File: config.mk
export PLATFORM = sky130hd
export DESIGN_NAME = gregorian_date_adder_top
export DESIGN_NICKNAME = d
export VERILOG_FILES = /design/src/gda_pkg.sv /design/src/gregorian_date_adder_top.sv
export SDC_FILE = /design/constraint.sdc
export NUM_CORES = 1
export LEC_CHECK = 0
export ABC_AREA = 1
export BUFFER_PORTS_ARGS = -buffer_cell sky130_fd_sc_hd__buf_2
export CORE_MARGIN = 3
export CORE_UTILIZATION = 37
export DETAILED_ROUTE_END_ITERATION = 8
export GPL_TIMING_DRIVEN = 0
export PLACE_DENSITY = 0.57
export SETUP_SLACK_MARGIN = 0.2
export SKIP_LAST_GASP = 1
export SLEW_MARGIN = 10
export SYNTH_ARGS = -nofsm -noshare
export SYNTH_HDL_FRONTEND = slang
export SYNTH_SLANG_ARGS = --single-unit
File: constraint.sdc
create_clock -name clk -period 4.6 [get_ports clk]
set_input_delay 0.92 -clock clk [delete_from_list [all_inputs] [get_ports clk]]
set_output_delay 0.92 -clock clk [all_outputs]
set_load 0.1 [all_outputs]
File: src/gda_pkg.sv
// Package for the Gregorian date adder: control word layout, the
// microprogram, calendar constants and the month length function.
// No dependencies.
package gda_pkg;

  localparam logic [13:0] MAX_YEAR = 14'd9999;
  localparam logic [3:0]  MONTH_JAN = 4'd1;
  localparam logic [3:0]  MONTH_FEB = 4'd2;
  localparam logic [3:0]  MONTH_DEC = 4'd12;
  localparam logic [4:0]  FEB_LEAP_LEN = 5'd29;

  // Reciprocal of 25 scaled by 2^17; exact quotient for any 14-bit year
  localparam logic [12:0] RECIP_25 = 13'd5243;
  localparam int          RECIP_SHIFT = 17;

  localparam logic [4:0] MONTH_LEN [12] = '{
    5'd31, 5'd28, 5'd31, 5'd30, 5'd31, 5'd30,
    5'd31, 5'd31, 5'd30, 5'd31, 5'd30, 5'd31
  };

  typedef logic [2:0] upc_t;

  typedef enum logic [2:0] {
    OP_NOP,
    OP_LOAD,
    OP_ADDY,
    OP_MON,
    OP_CLAMP,
    OP_DAY,
    OP_EMIT
  } op_t;

  typedef enum logic [1:0] {
    C_ALWAYS,
    C_ACCEPT,
    C_CNTZ,
    C_OUTFREE
  } cond_t;

  typedef struct packed {
    op_t   op;
    cond_t cond;
    upc_t  t_addr;
    upc_t  f_addr;
  } uword_t;

  localparam upc_t PC_LOAD  = 3'd0;
  localparam upc_t PC_ADDY  = 3'd1;
  localparam upc_t PC_MON   = 3'd2;
  localparam upc_t PC_SETTLE = 3'd3;
  localparam upc_t PC_CLAMP = 3'd4;
  localparam upc_t PC_DAY   = 3'd5;
  localparam upc_t PC_EMIT  = 3'd6;

  // Microprogram: on a true condition go to t_addr, else to f_addr
  function automatic uword_t ucode(input upc_t pc);
    uword_t w;
    w = '{op: OP_NOP, cond: C_ALWAYS, t_addr: PC_LOAD, f_addr: PC_LOAD};
    case (pc)
      PC_LOAD:   w = '{op: OP_LOAD,  cond: C_ACCEPT,  t_addr: PC_ADDY,   f_addr: PC_LOAD};
      PC_ADDY:   w = '{op: OP_ADDY,  cond: C_ALWAYS,  t_addr: PC_MON,    f_addr: PC_MON};
      PC_MON:    w = '{op: OP_MON,   cond: C_CNTZ,    t_addr: PC_SETTLE, f_addr: PC_MON};
      PC_SETTLE: w = '{op: OP_NOP,   cond: C_ALWAYS,  t_addr: PC_CLAMP,  f_addr: PC_CLAMP};
      PC_CLAMP:  w = '{op: OP_CLAMP, cond: C_ALWAYS,  t_addr: PC_DAY,    f_addr: PC_DAY};
      PC_DAY:    w = '{op: OP_DAY,   cond: C_CNTZ,    t_addr: PC_EMIT,   f_addr: PC_DAY};
      PC_EMIT:   w = '{op: OP_EMIT,  cond: C_OUTFREE, t_addr: PC_LOAD,   f_addr: PC_EMIT};
      default:   w = '{op: OP_NOP,   cond: C_ALWAYS,  t_addr: PC_LOAD,   f_addr: PC_LOAD};
    endcase
    return w;
  endfunction

  // Length of month m; leap selects the 29-day February
  function automatic logic [4:0] days_in_month(input logic [3:0] m, input logic leap);
    logic [3:0] idx;
    logic [4:0] len;
    idx = m - 4'd1;
    len = 5'd0;
    if (m == MONTH_FEB) begin
      len = leap ? FEB_LEAP_LEN : MONTH_LEN[idx];
    end else if (m >= MONTH_JAN && m <= MONTH_DEC) begin
      len = MONTH_LEN[idx];
    end
    return len;
  endfunction

endpackage

File: src/gregorian_date_adder_top.sv
// Gregorian date adder: microcoded sequencer over a small date datapath.
// Depends on gda_pkg (microprogram, constants, month length function).
//
//   channel | dir | ports                                   | transaction
//   --------+-----+-----------------------------------------+---------------------------
//   in_     | in  | start_year/month/day, add_years/months/ | valid high, stall low
//           |     | add_days                                |
//   out_    | out | result_year/month/day, year_overflow    | valid high, stall low
//
// A transaction runs load, year add, month loop, settle, clamp, day loop and
// emit from acceptance to a loaded result register; the month and day loops
// each advance one step per cycle through the single date datapath.
// A finished result sits in the output register while the next
// transaction is accepted. Synchronous active-low reset clears the step
// counter and output valid. in_stall is low only at the load step.
module gregorian_date_adder_top
  import gda_pkg::*;
(
  input  logic        clk,
  input  logic        rst_n,
  input  logic        in_valid,
  output logic        in_stall,
  input  logic [13:0] in_start_year,
  input  logic [3:0]  in_start_month,
  input  logic [4:0]  in_start_day,
  input  logic [13:0] in_add_years,
  input  logic [11:0] in_add_months,
  input  logic [14:0] in_add_days,
  output logic        out_valid,
  input  logic        out_stall,
  output logic [13:0] out_result_year,
  output logic [3:0]  out_result_month,
  output logic [4:0]  out_result_day,
  output logic        out_year_overflow
);

  upc_t        pc_r, pc_nxt;
  uword_t      uw;
  logic        cond_true;

  logic [13:0] y_r, y_nxt;
  logic [3:0]  m_r, m_nxt;
  logic [4:0]  d_r, d_nxt;
  logic        ovf_r, ovf_nxt;
  logic [13:0] ay_r, ay_nxt;
  logic [14:0] ad_r, ad_nxt;
  logic [14:0] cnt_r, cnt_nxt;

  logic        out_valid_r, out_valid_nxt;
  logic [13:0] oy_r, oy_nxt;
  logic [3:0]  om_r, om_nxt;
  logic [4:0]  od_r, od_nxt;
  logic        oovf_r, oovf_nxt;

  logic [26:0] leap_prod;
  logic [9:0]  lq_r;
  logic [13:0] ly_r;
  logic        leap_r, leap_nxt;
  logic [14:0] lq25;

  logic [4:0]  dim;
  logic [14:0] ysum;
  logic        accept;
  logic        cnt_zero;
  logic        out_free;

  // Decode the current control word
  assign uw        = ucode(pc_r);
  assign accept    = in_valid && (uw.op == OP_LOAD);
  assign in_stall  = (uw.op != OP_LOAD);
  assign cnt_zero  = (cnt_r == '0);
  assign out_free  = !out_valid_r || !out_stall;

  always_comb begin
    case (uw.cond)
      C_ALWAYS:  cond_true = 1'b1;
      C_ACCEPT:  cond_true = accept;
      C_CNTZ:    cond_true = cnt_zero;
      C_OUTFREE: cond_true = out_free;
      default:   cond_true = 1'b1;
    endcase
    pc_nxt = cond_true ? uw.t_addr : uw.f_addr;
  end

  // Leap year pipeline: lq_r and ly_r sample the year register, then leap_r registers the result
  assign leap_prod = 27'(y_r) * 27'(RECIP_25);
  assign lq25      = 15'(lq_r) * 15'd25;
  assign leap_nxt  = (ly_r[1:0] == 2'b00) &&
                     ((ly_r != lq25[13:0]) || (ly_r[3:0] == 4'b0000));

  always_ff @(posedge clk) begin
    lq_r   <= leap_prod[26:RECIP_SHIFT];
    ly_r   <= y_r;
    leap_r <= leap_nxt;
  end

  assign dim  = days_in_month(m_r, leap_r);
  assign ysum = {1'b0, y_r} + {1'b0, ay_r};

  // Datapath actions per control word
  always_comb begin
    y_nxt   = y_r;
    m_nxt   = m_r;
    d_nxt   = d_r;
    ovf_nxt = ovf_r;
    ay_nxt  = ay_r;
    ad_nxt  = ad_r;
    cnt_nxt = cnt_r;
    case (uw.op)
      OP_LOAD: begin
        if (accept) begin
          ovf_nxt = 1'b0;
          y_nxt   = in_start_year;
          if (in_start_year == '0) begin
            y_nxt = 14'd1;
          end else if (in_start_year > MAX_YEAR) begin
            y_nxt   = MAX_YEAR;
            ovf_nxt = 1'b1;
          end
          m_nxt = in_start_month;
          if (in_start_month == '0) begin
            m_nxt = MONTH_JAN;
          end else if (in_start_month > MONTH_DEC) begin
            m_nxt = MONTH_DEC;
          end
          d_nxt   = (in_start_day == '0) ? 5'd1 : in_start_day;
          ay_nxt  = in_add_years;
          ad_nxt  = in_add_days;
          cnt_nxt = 15'(in_add_months);
        end
      end
      OP_ADDY: begin
        if (ysum > 15'(MAX_YEAR)) begin
          y_nxt   = MAX_YEAR;
          ovf_nxt = 1'b1;
        end else begin
          y_nxt = ysum[13:0];
        end
      end
      OP_MON: begin
        // advance one month, carrying into a saturating year
        if (!cnt_zero) begin
          cnt_nxt = cnt_r - 15'd1;
          if (m_r == MONTH_DEC) begin
            m_nxt = MONTH_JAN;
            if (y_r >= MAX_YEAR) begin
              ovf_nxt = 1'b1;
            end else begin
              y_nxt = y_r + 14'd1;
            end
          end else begin
            m_nxt = m_r + 4'd1;
          end
        end
      end
      OP_CLAMP: begin
        if (d_r > dim) begin
          d_nxt = dim;
        end
        cnt_nxt = ad_r;
      end
      OP_DAY: begin
        // advance one day; hold at the last representable date
        if (!cnt_zero) begin
          cnt_nxt = cnt_r - 15'd1;
          if (d_r >= dim) begin
            if (m_r == MONTH_DEC) begin
              if (y_r >= MAX_YEAR) begin
                ovf_nxt = 1'b1;
                cnt_nxt = '0;
              end else begin
                y_nxt = y_r + 14'd1;
                m_nxt = MONTH_JAN;
                d_nxt = 5'd1;
              end
            end else begin
              m_nxt = m_r + 4'd1;
              d_nxt = 5'd1;
            end
          end else begin
            d_nxt = d_r + 5'd1;
          end
        end
      end
      default: begin
      end
    endcase
  end

  // Output register: drop valid once taken, load when free
  always_comb begin
    out_valid_nxt = out_valid_r && out_stall;
    oy_nxt   = oy_r;
    om_nxt   = om_r;
    od_nxt   = od_r;
    oovf_nxt = oovf_r;
    if (uw.op == OP_EMIT && out_free) begin
      out_valid_nxt = 1'b1;
      oy_nxt   = y_r;
      om_nxt   = m_r;
      od_nxt   = d_r;
      oovf_nxt = ovf_r;
    end
  end

  always_ff @(posedge clk) begin
    if (!rst_n) begin
      pc_r        <= PC_LOAD;
      out_valid_r <= 1'b0;
    end else begin
      pc_r        <= pc_nxt;
      out_valid_r <= out_valid_nxt;
    end
  end

  always_ff @(posedge clk) begin
    y_r    <= y_nxt;
    m_r    <= m_nxt;
    d_r    <= d_nxt;
    ovf_r  <= ovf_nxt;
    ay_r   <= ay_nxt;
    ad_r   <= ad_nxt;
    cnt_r  <= cnt_nxt;
    oy_r   <= oy_nxt;
    om_r   <= om_nxt;
    od_r   <= od_nxt;
    oovf_r <= oovf_nxt;
  end

  assign out_valid         = out_valid_r;
  assign out_result_year   = oy_r;
  assign out_result_month  = om_r;
  assign out_result_day    = od_r;
  assign out_year_overflow = oovf_r;

endmodule
Word level (Yosys, flattened, before mapping)
Memories as Yosys holds them, arrays and structs flattened.
Index checks and enable logic that the tools add are counted.
- bits in latches: 0
- register bits after elaboration: 121
- input bits: 68
- memory bits (read-only): 80
- bits in writable memories: 0
- memories kept: 1
- equality and inequality tests: 27
- multiplexer cells: 54
- multipliers: 2
- bitwise logic cells: 1
- $lt $le $gt $ge: 9
- div/mod/pow operators: 0
- reduce and logical (&&, ||, !) cells: 27
- shift operators: 0
- add/subtract/negate cells: 6
- memory list (memory ; depth ; width ; rd ports ; clocked after memory_dff ; write ports ; RTL line ; source):
    (name not given) ; 16 ; 5 ; 1 ; 0 ; 0 ; gda_pkg.sv:81 ; len = MONTH_LEN[idx];
- operator list (operator ; number):
    $mux W14 ; 9
    $mux W15 ; 6
    $pmux W11 S7 ; 1
    $mux W5 ; 12
    $pmux W15 S4 ; 1
    $pmux W14 S4 ; 1
    $mux W4 ; 9
    $mul A14 B13 Y27 const B ; 1
    $eq A3 B3 Y1 const B ; 6
    $add A14 B14 Y15 ; 1
    $gt A15 B14 Y1 const B ; 1
    $logic_not A15 Y1 ; 1
    $pmux W5 S3 ; 1
    $sub A15 B1 Y15 const B ; 1
    $add A14 B1 Y14 const B ; 1
    $ge A14 B14 Y1 const B ; 1
    $gt A14 B14 Y1 const B ; 1
    $logic_not A14 Y1 ; 1
    $mul A10 B5 Y14 const B ; 1
    $ne A14 B14 Y1 ; 1
    $eq A3 B2 Y1 const B ; 4
    $ne A2 B2 Y1 const B ; 6
    $pmux W4 S3 ; 1
    $reduce_and A6 Y1 ; 2
    other kinds (33) ; 56

Logic depth before layout (Yosys ltp)
- word-level depth: 11
- mapped depth: 21
- mapped depth without buffers: 20

Worst setup path after synthesis
No wires, ideal clock.
- path kind: register to register
- start point: register y_r[11]
- end point: register lq_r[8]
- slack: 0.214 ns
- cell stages (with the launch flop): 18
- path buffers: 0
- required time: 4.481 ns
- arrival: 4.268 ns
- period minus slack after synthesis: 4.386 ns
- path through: edfxtp_1 fa_1 ha_1 inv_1 fa_1 inv_1 fa_1 inv_1 fa_1 inv_1 ha_1 a21oi_1 o21ai_0 a211oi_1 nand3_1 nand2_1 nand2_1 xor2_1
- cells in the longest elaborated chain, start to end: 1
- RTL lines (element ; RTL line ; source):
    start: declaration ; gregorian_date_adder_top.sv:41 ; logic [13:0] y_r, y_nxt;
    start signal: assignment ; gregorian_date_adder_top.sv:217 ; y_r <= y_nxt;
    $mul A14 B13 Y27 ; gregorian_date_adder_top.sv:86 ; assign leap_prod = 27'(y_r) * 27'(RECIP_25);
    named net leap_prod[25] ; gregorian_date_adder_top.sv:55 ; logic [26:0] leap_prod;
    end signal: assignment ; gregorian_date_adder_top.sv:92 ; lq_r <= leap_prod[26:RECIP_SHIFT];
    end: declaration ; gregorian_date_adder_top.sv:56 ; logic [9:0] lq_r;
The timed path passes the listed nets, and every way through them passes these cells.
A chain may end at the register's enable or synchronous reset.

Final worst setup path
- start point: register y_r[9]
- end point: register lq_r[4]
The elaborated chain is that of the path after synthesis.

==> impl_metrics.toml <==
[logic_synthesis]
synth_top_family_by_area = "adder cells"
ys_seq_area_share_pct = 30.4
synth_top_area_share_pct = 25.1
syn_area_per_cell_um2 = 8.94
synthAdderAreaFrac_pct = 31.9
synth_mux_area_share_pct = 0
synth_compound_area_share_pct = 7.66
synthTopCellsByArea = "edfxtp_1, ha_1, fa_1"
syn-cell-area_mm2 = 0.0110
netlist_instances = 1230
yosys_warnings = 0
synth_xor_area_share_pct = 4.27
synth_seq_cells = 121
synth_top_area_cell = "edfxtp_1"
synthSimpleGateAreaFrac_pct = 18.5
synthDistinctLibCells = 44
synth_nets = 1537

[critical_path]
endpoint_kind = "register"
path_cells = "buf_6 -> buf_4 -> fa_2 -> ha_1 -> fa_1 -> fa_1 -> inv_1 -> fa_1 -> inv_1 -> ha_4 -> nand2_2 -> o21ai_1 -> a21oi_2 -> nand2_2 -> a31oi_1 -> xnor2_1"
worst-path-max-fanout = 4
slowest_stage = "fa_1"
critPathLaunchType = "register"
cp.required_ns = 4.94
r2r_slack_ns = 0.15
path_class = "register to register"
arrival_ns = 4.78
crit_top_cell = "fa_1"
slowest_delay_ns = 0.55

[status]
status = "complete, no violations"

[floorplanning]
die_h_um = 178
die_area_mm2 = 0.0318
io_pins = 94
initial_core_util_pct = 37.9
fp.dieW_um = 178
fp.coreArea_mm2 = 0.0290
rows = 62

[placed_design]
dp_hpwl_um = 21500
io_buffer_count = 93
dpl_cell_area_mm2 = 0.0120
gp_congestion = 0.859
dp_cells = 1708

[cells_and_area]
final_cells = 1791
final_design_area_no_fill_mm2 = 0.0133
layout_commonest_cell = "nand2_1"
seqCellArea_mm2 = 0.00334
layout_common_cells = "nand2_1, inv_1, ha_1, buf_2, edfxtp_1"
multiInputGateArea_mm2 = 0.00724
layout.nets = 1701
nFillCells = 2822
drive_above_1_share_pct = 19.7
syn2layout_area_growth_pct = 21.2
finalCoreUtilization_pct = 45.9
antennaDiodeCount = 0

[route]
first_pass_iters = 4
drt-vias-per-instance = 4.89
drtAntennaViolNets = 0
drc = 0
drt_iter0_drc = 381
finalWirelength_um = 27400
post_drt_wl_per_cell_um = 15.3
vias = 8753

[clock_tree]
clk_pin_slew_ns = 0.06
clock-sinks = 121
clock_latency_ns = 0.43
clock_path_buffers = 2
holdBufCountCts = 0
cts_max_level = 4
clockRootBuffer = "clkbuf_16"
cts_tree = "done"
cts_buffers = 17

[grt]
grt_remaining_overflow = 0
grt_max_degree = 30
grt_first_pass_wirelength_um = 43300
grt_pass1_vias = 8628
grt.total_usage_pct = 17.4
antenna_found_initial = 0

[timing]
timing.fmax_mhz = 225
maxSlewViolCount = 0
fin_skew_ns = 0.0122
min_period_over_period_pct = 96.7
hold_violations = 0
tightest_slew_ns = 1.10
fin_crit_ns = 4.45
slew_headroom_pct = 26.4
holdWs_ns = 0.458
grt_setup_unrepaired = "yes"
setup_violations = 0

[flow_run]
cap_violations = 0

[worst_hold_path]
hold_class = "register to register"
[flip-flops by register name (all words and copies together), names as in the netlist, 3 cells and up]
| register | count |
|---|---|
| m_r | 4 |
| out_result_year | 14 |
| d_r | 5 |
| ad_r | 15 |
| lq_r | 10 |
| ay_r | 14 |
| out_result_month | 4 |
| out_result_day | 5 |
| pc_r | 3 |
| cnt_r | 15 |
| y_r | 14 |
| ly_r | 14 |
[routing by layer]
metal / global-route usage (%) / up-vias / part of all wire (%)
met2: 29.0 / 192 / 47
li1: - / 4421 / -
met4: 5.00 / 0 / 1.6
met5: 0 / - / 0
met1: 23.4 / 4108 / 47
met3: 2.94 / 32 / 4.2
[layout make-up]
| class | instances | share of cell area (%) |
|---|---|---|
| plain buffers | 10 | 0.404 |
| well taps | 384 | 3.61 |
| multi-input cells | 901 | 54.3 |
| repair buffers | 145 | 6.77 |
| clock inverters | 15 | 1.05 |
| inverters | 198 | 5.58 |
| flip-flops and latches | 121 | 25.1 |
| clock buffers | 17 | 3.19 |
[cells in the mapped netlist (all sizes together)]
library cell / number
ha: 170
buf: 6
a2111oi: 1
nand4: 13
nor3: 12
nand3: 89
o211ai: 3
fa: 69
inv: 198
a21boi: 3
dfxtp: 29
nand2: 251
o2111ai: 1
o31ai: 2
o22ai: 1
a221oi: 2
o21bai: 4
a311oi: 1
xor2: 33
nor4: 8
a21o: 4
and2: 1
o221ai: 3
a31oi: 4
a21oi: 75
edfxtp: 92
nor2: 80
o21ai: 35
o21a: 4
or2: 2
xnor3: 1
xnor2: 18
a211oi: 3
clkbuf: 4
nand3b: 8
[cells by family after synthesis]
kind of cell	after synthesis
AOI/OAI and AO/OA	146
xor gates and xnor gates	52
adders and majority gates	239
buffers and inverters	208
DFF	121
and+or+nand+nor	464
[critical path, delay by kind of cell, from the launching register on]
kind            cells  cell delay, ns
xor+xnor            1            0.23
flops               1            0.52
compound gates      3            0.44
buf+inv             4            0.46
fa+ha+maj           6            2.52
simple gates        2            0.18
[timing repair]
item / CTS / global route
pin swaps: 25 / 30
gates resized for setup: 49 / 39
buffers inserted: 46 / 5
cloned: 0 / 0
setup endpoints to repair: 10 / 9
[path summary, 6_finish.rpt]
path | from | endpoint | cells past startpoint
worst min-delay path | ovf_r | out_year_overflow | 0
worst max register to register | y_r[9] | lq_r[4] | 16
worst max-delay path | y_r[9] | lq_r[4] | 16
worst min register to register | ovf_r | out_year_overflow | 0
[stage by stage]
stage | setup TNS [ns] | worst slack [ns]
2_1_floorplan | 0 | 0.214
3_3_place_gp | -2.38 | -0.489
3_5_place_dp | -2.57 | -0.486
4_1_cts | 0 | 0.174
5_1_grt | 0 | 0.0486
6_report | 0 | 0.153
Power is left out: the tool's default activity adds up to more than one toggle a clock period on the data nets, which glitch-free logic cannot reach.
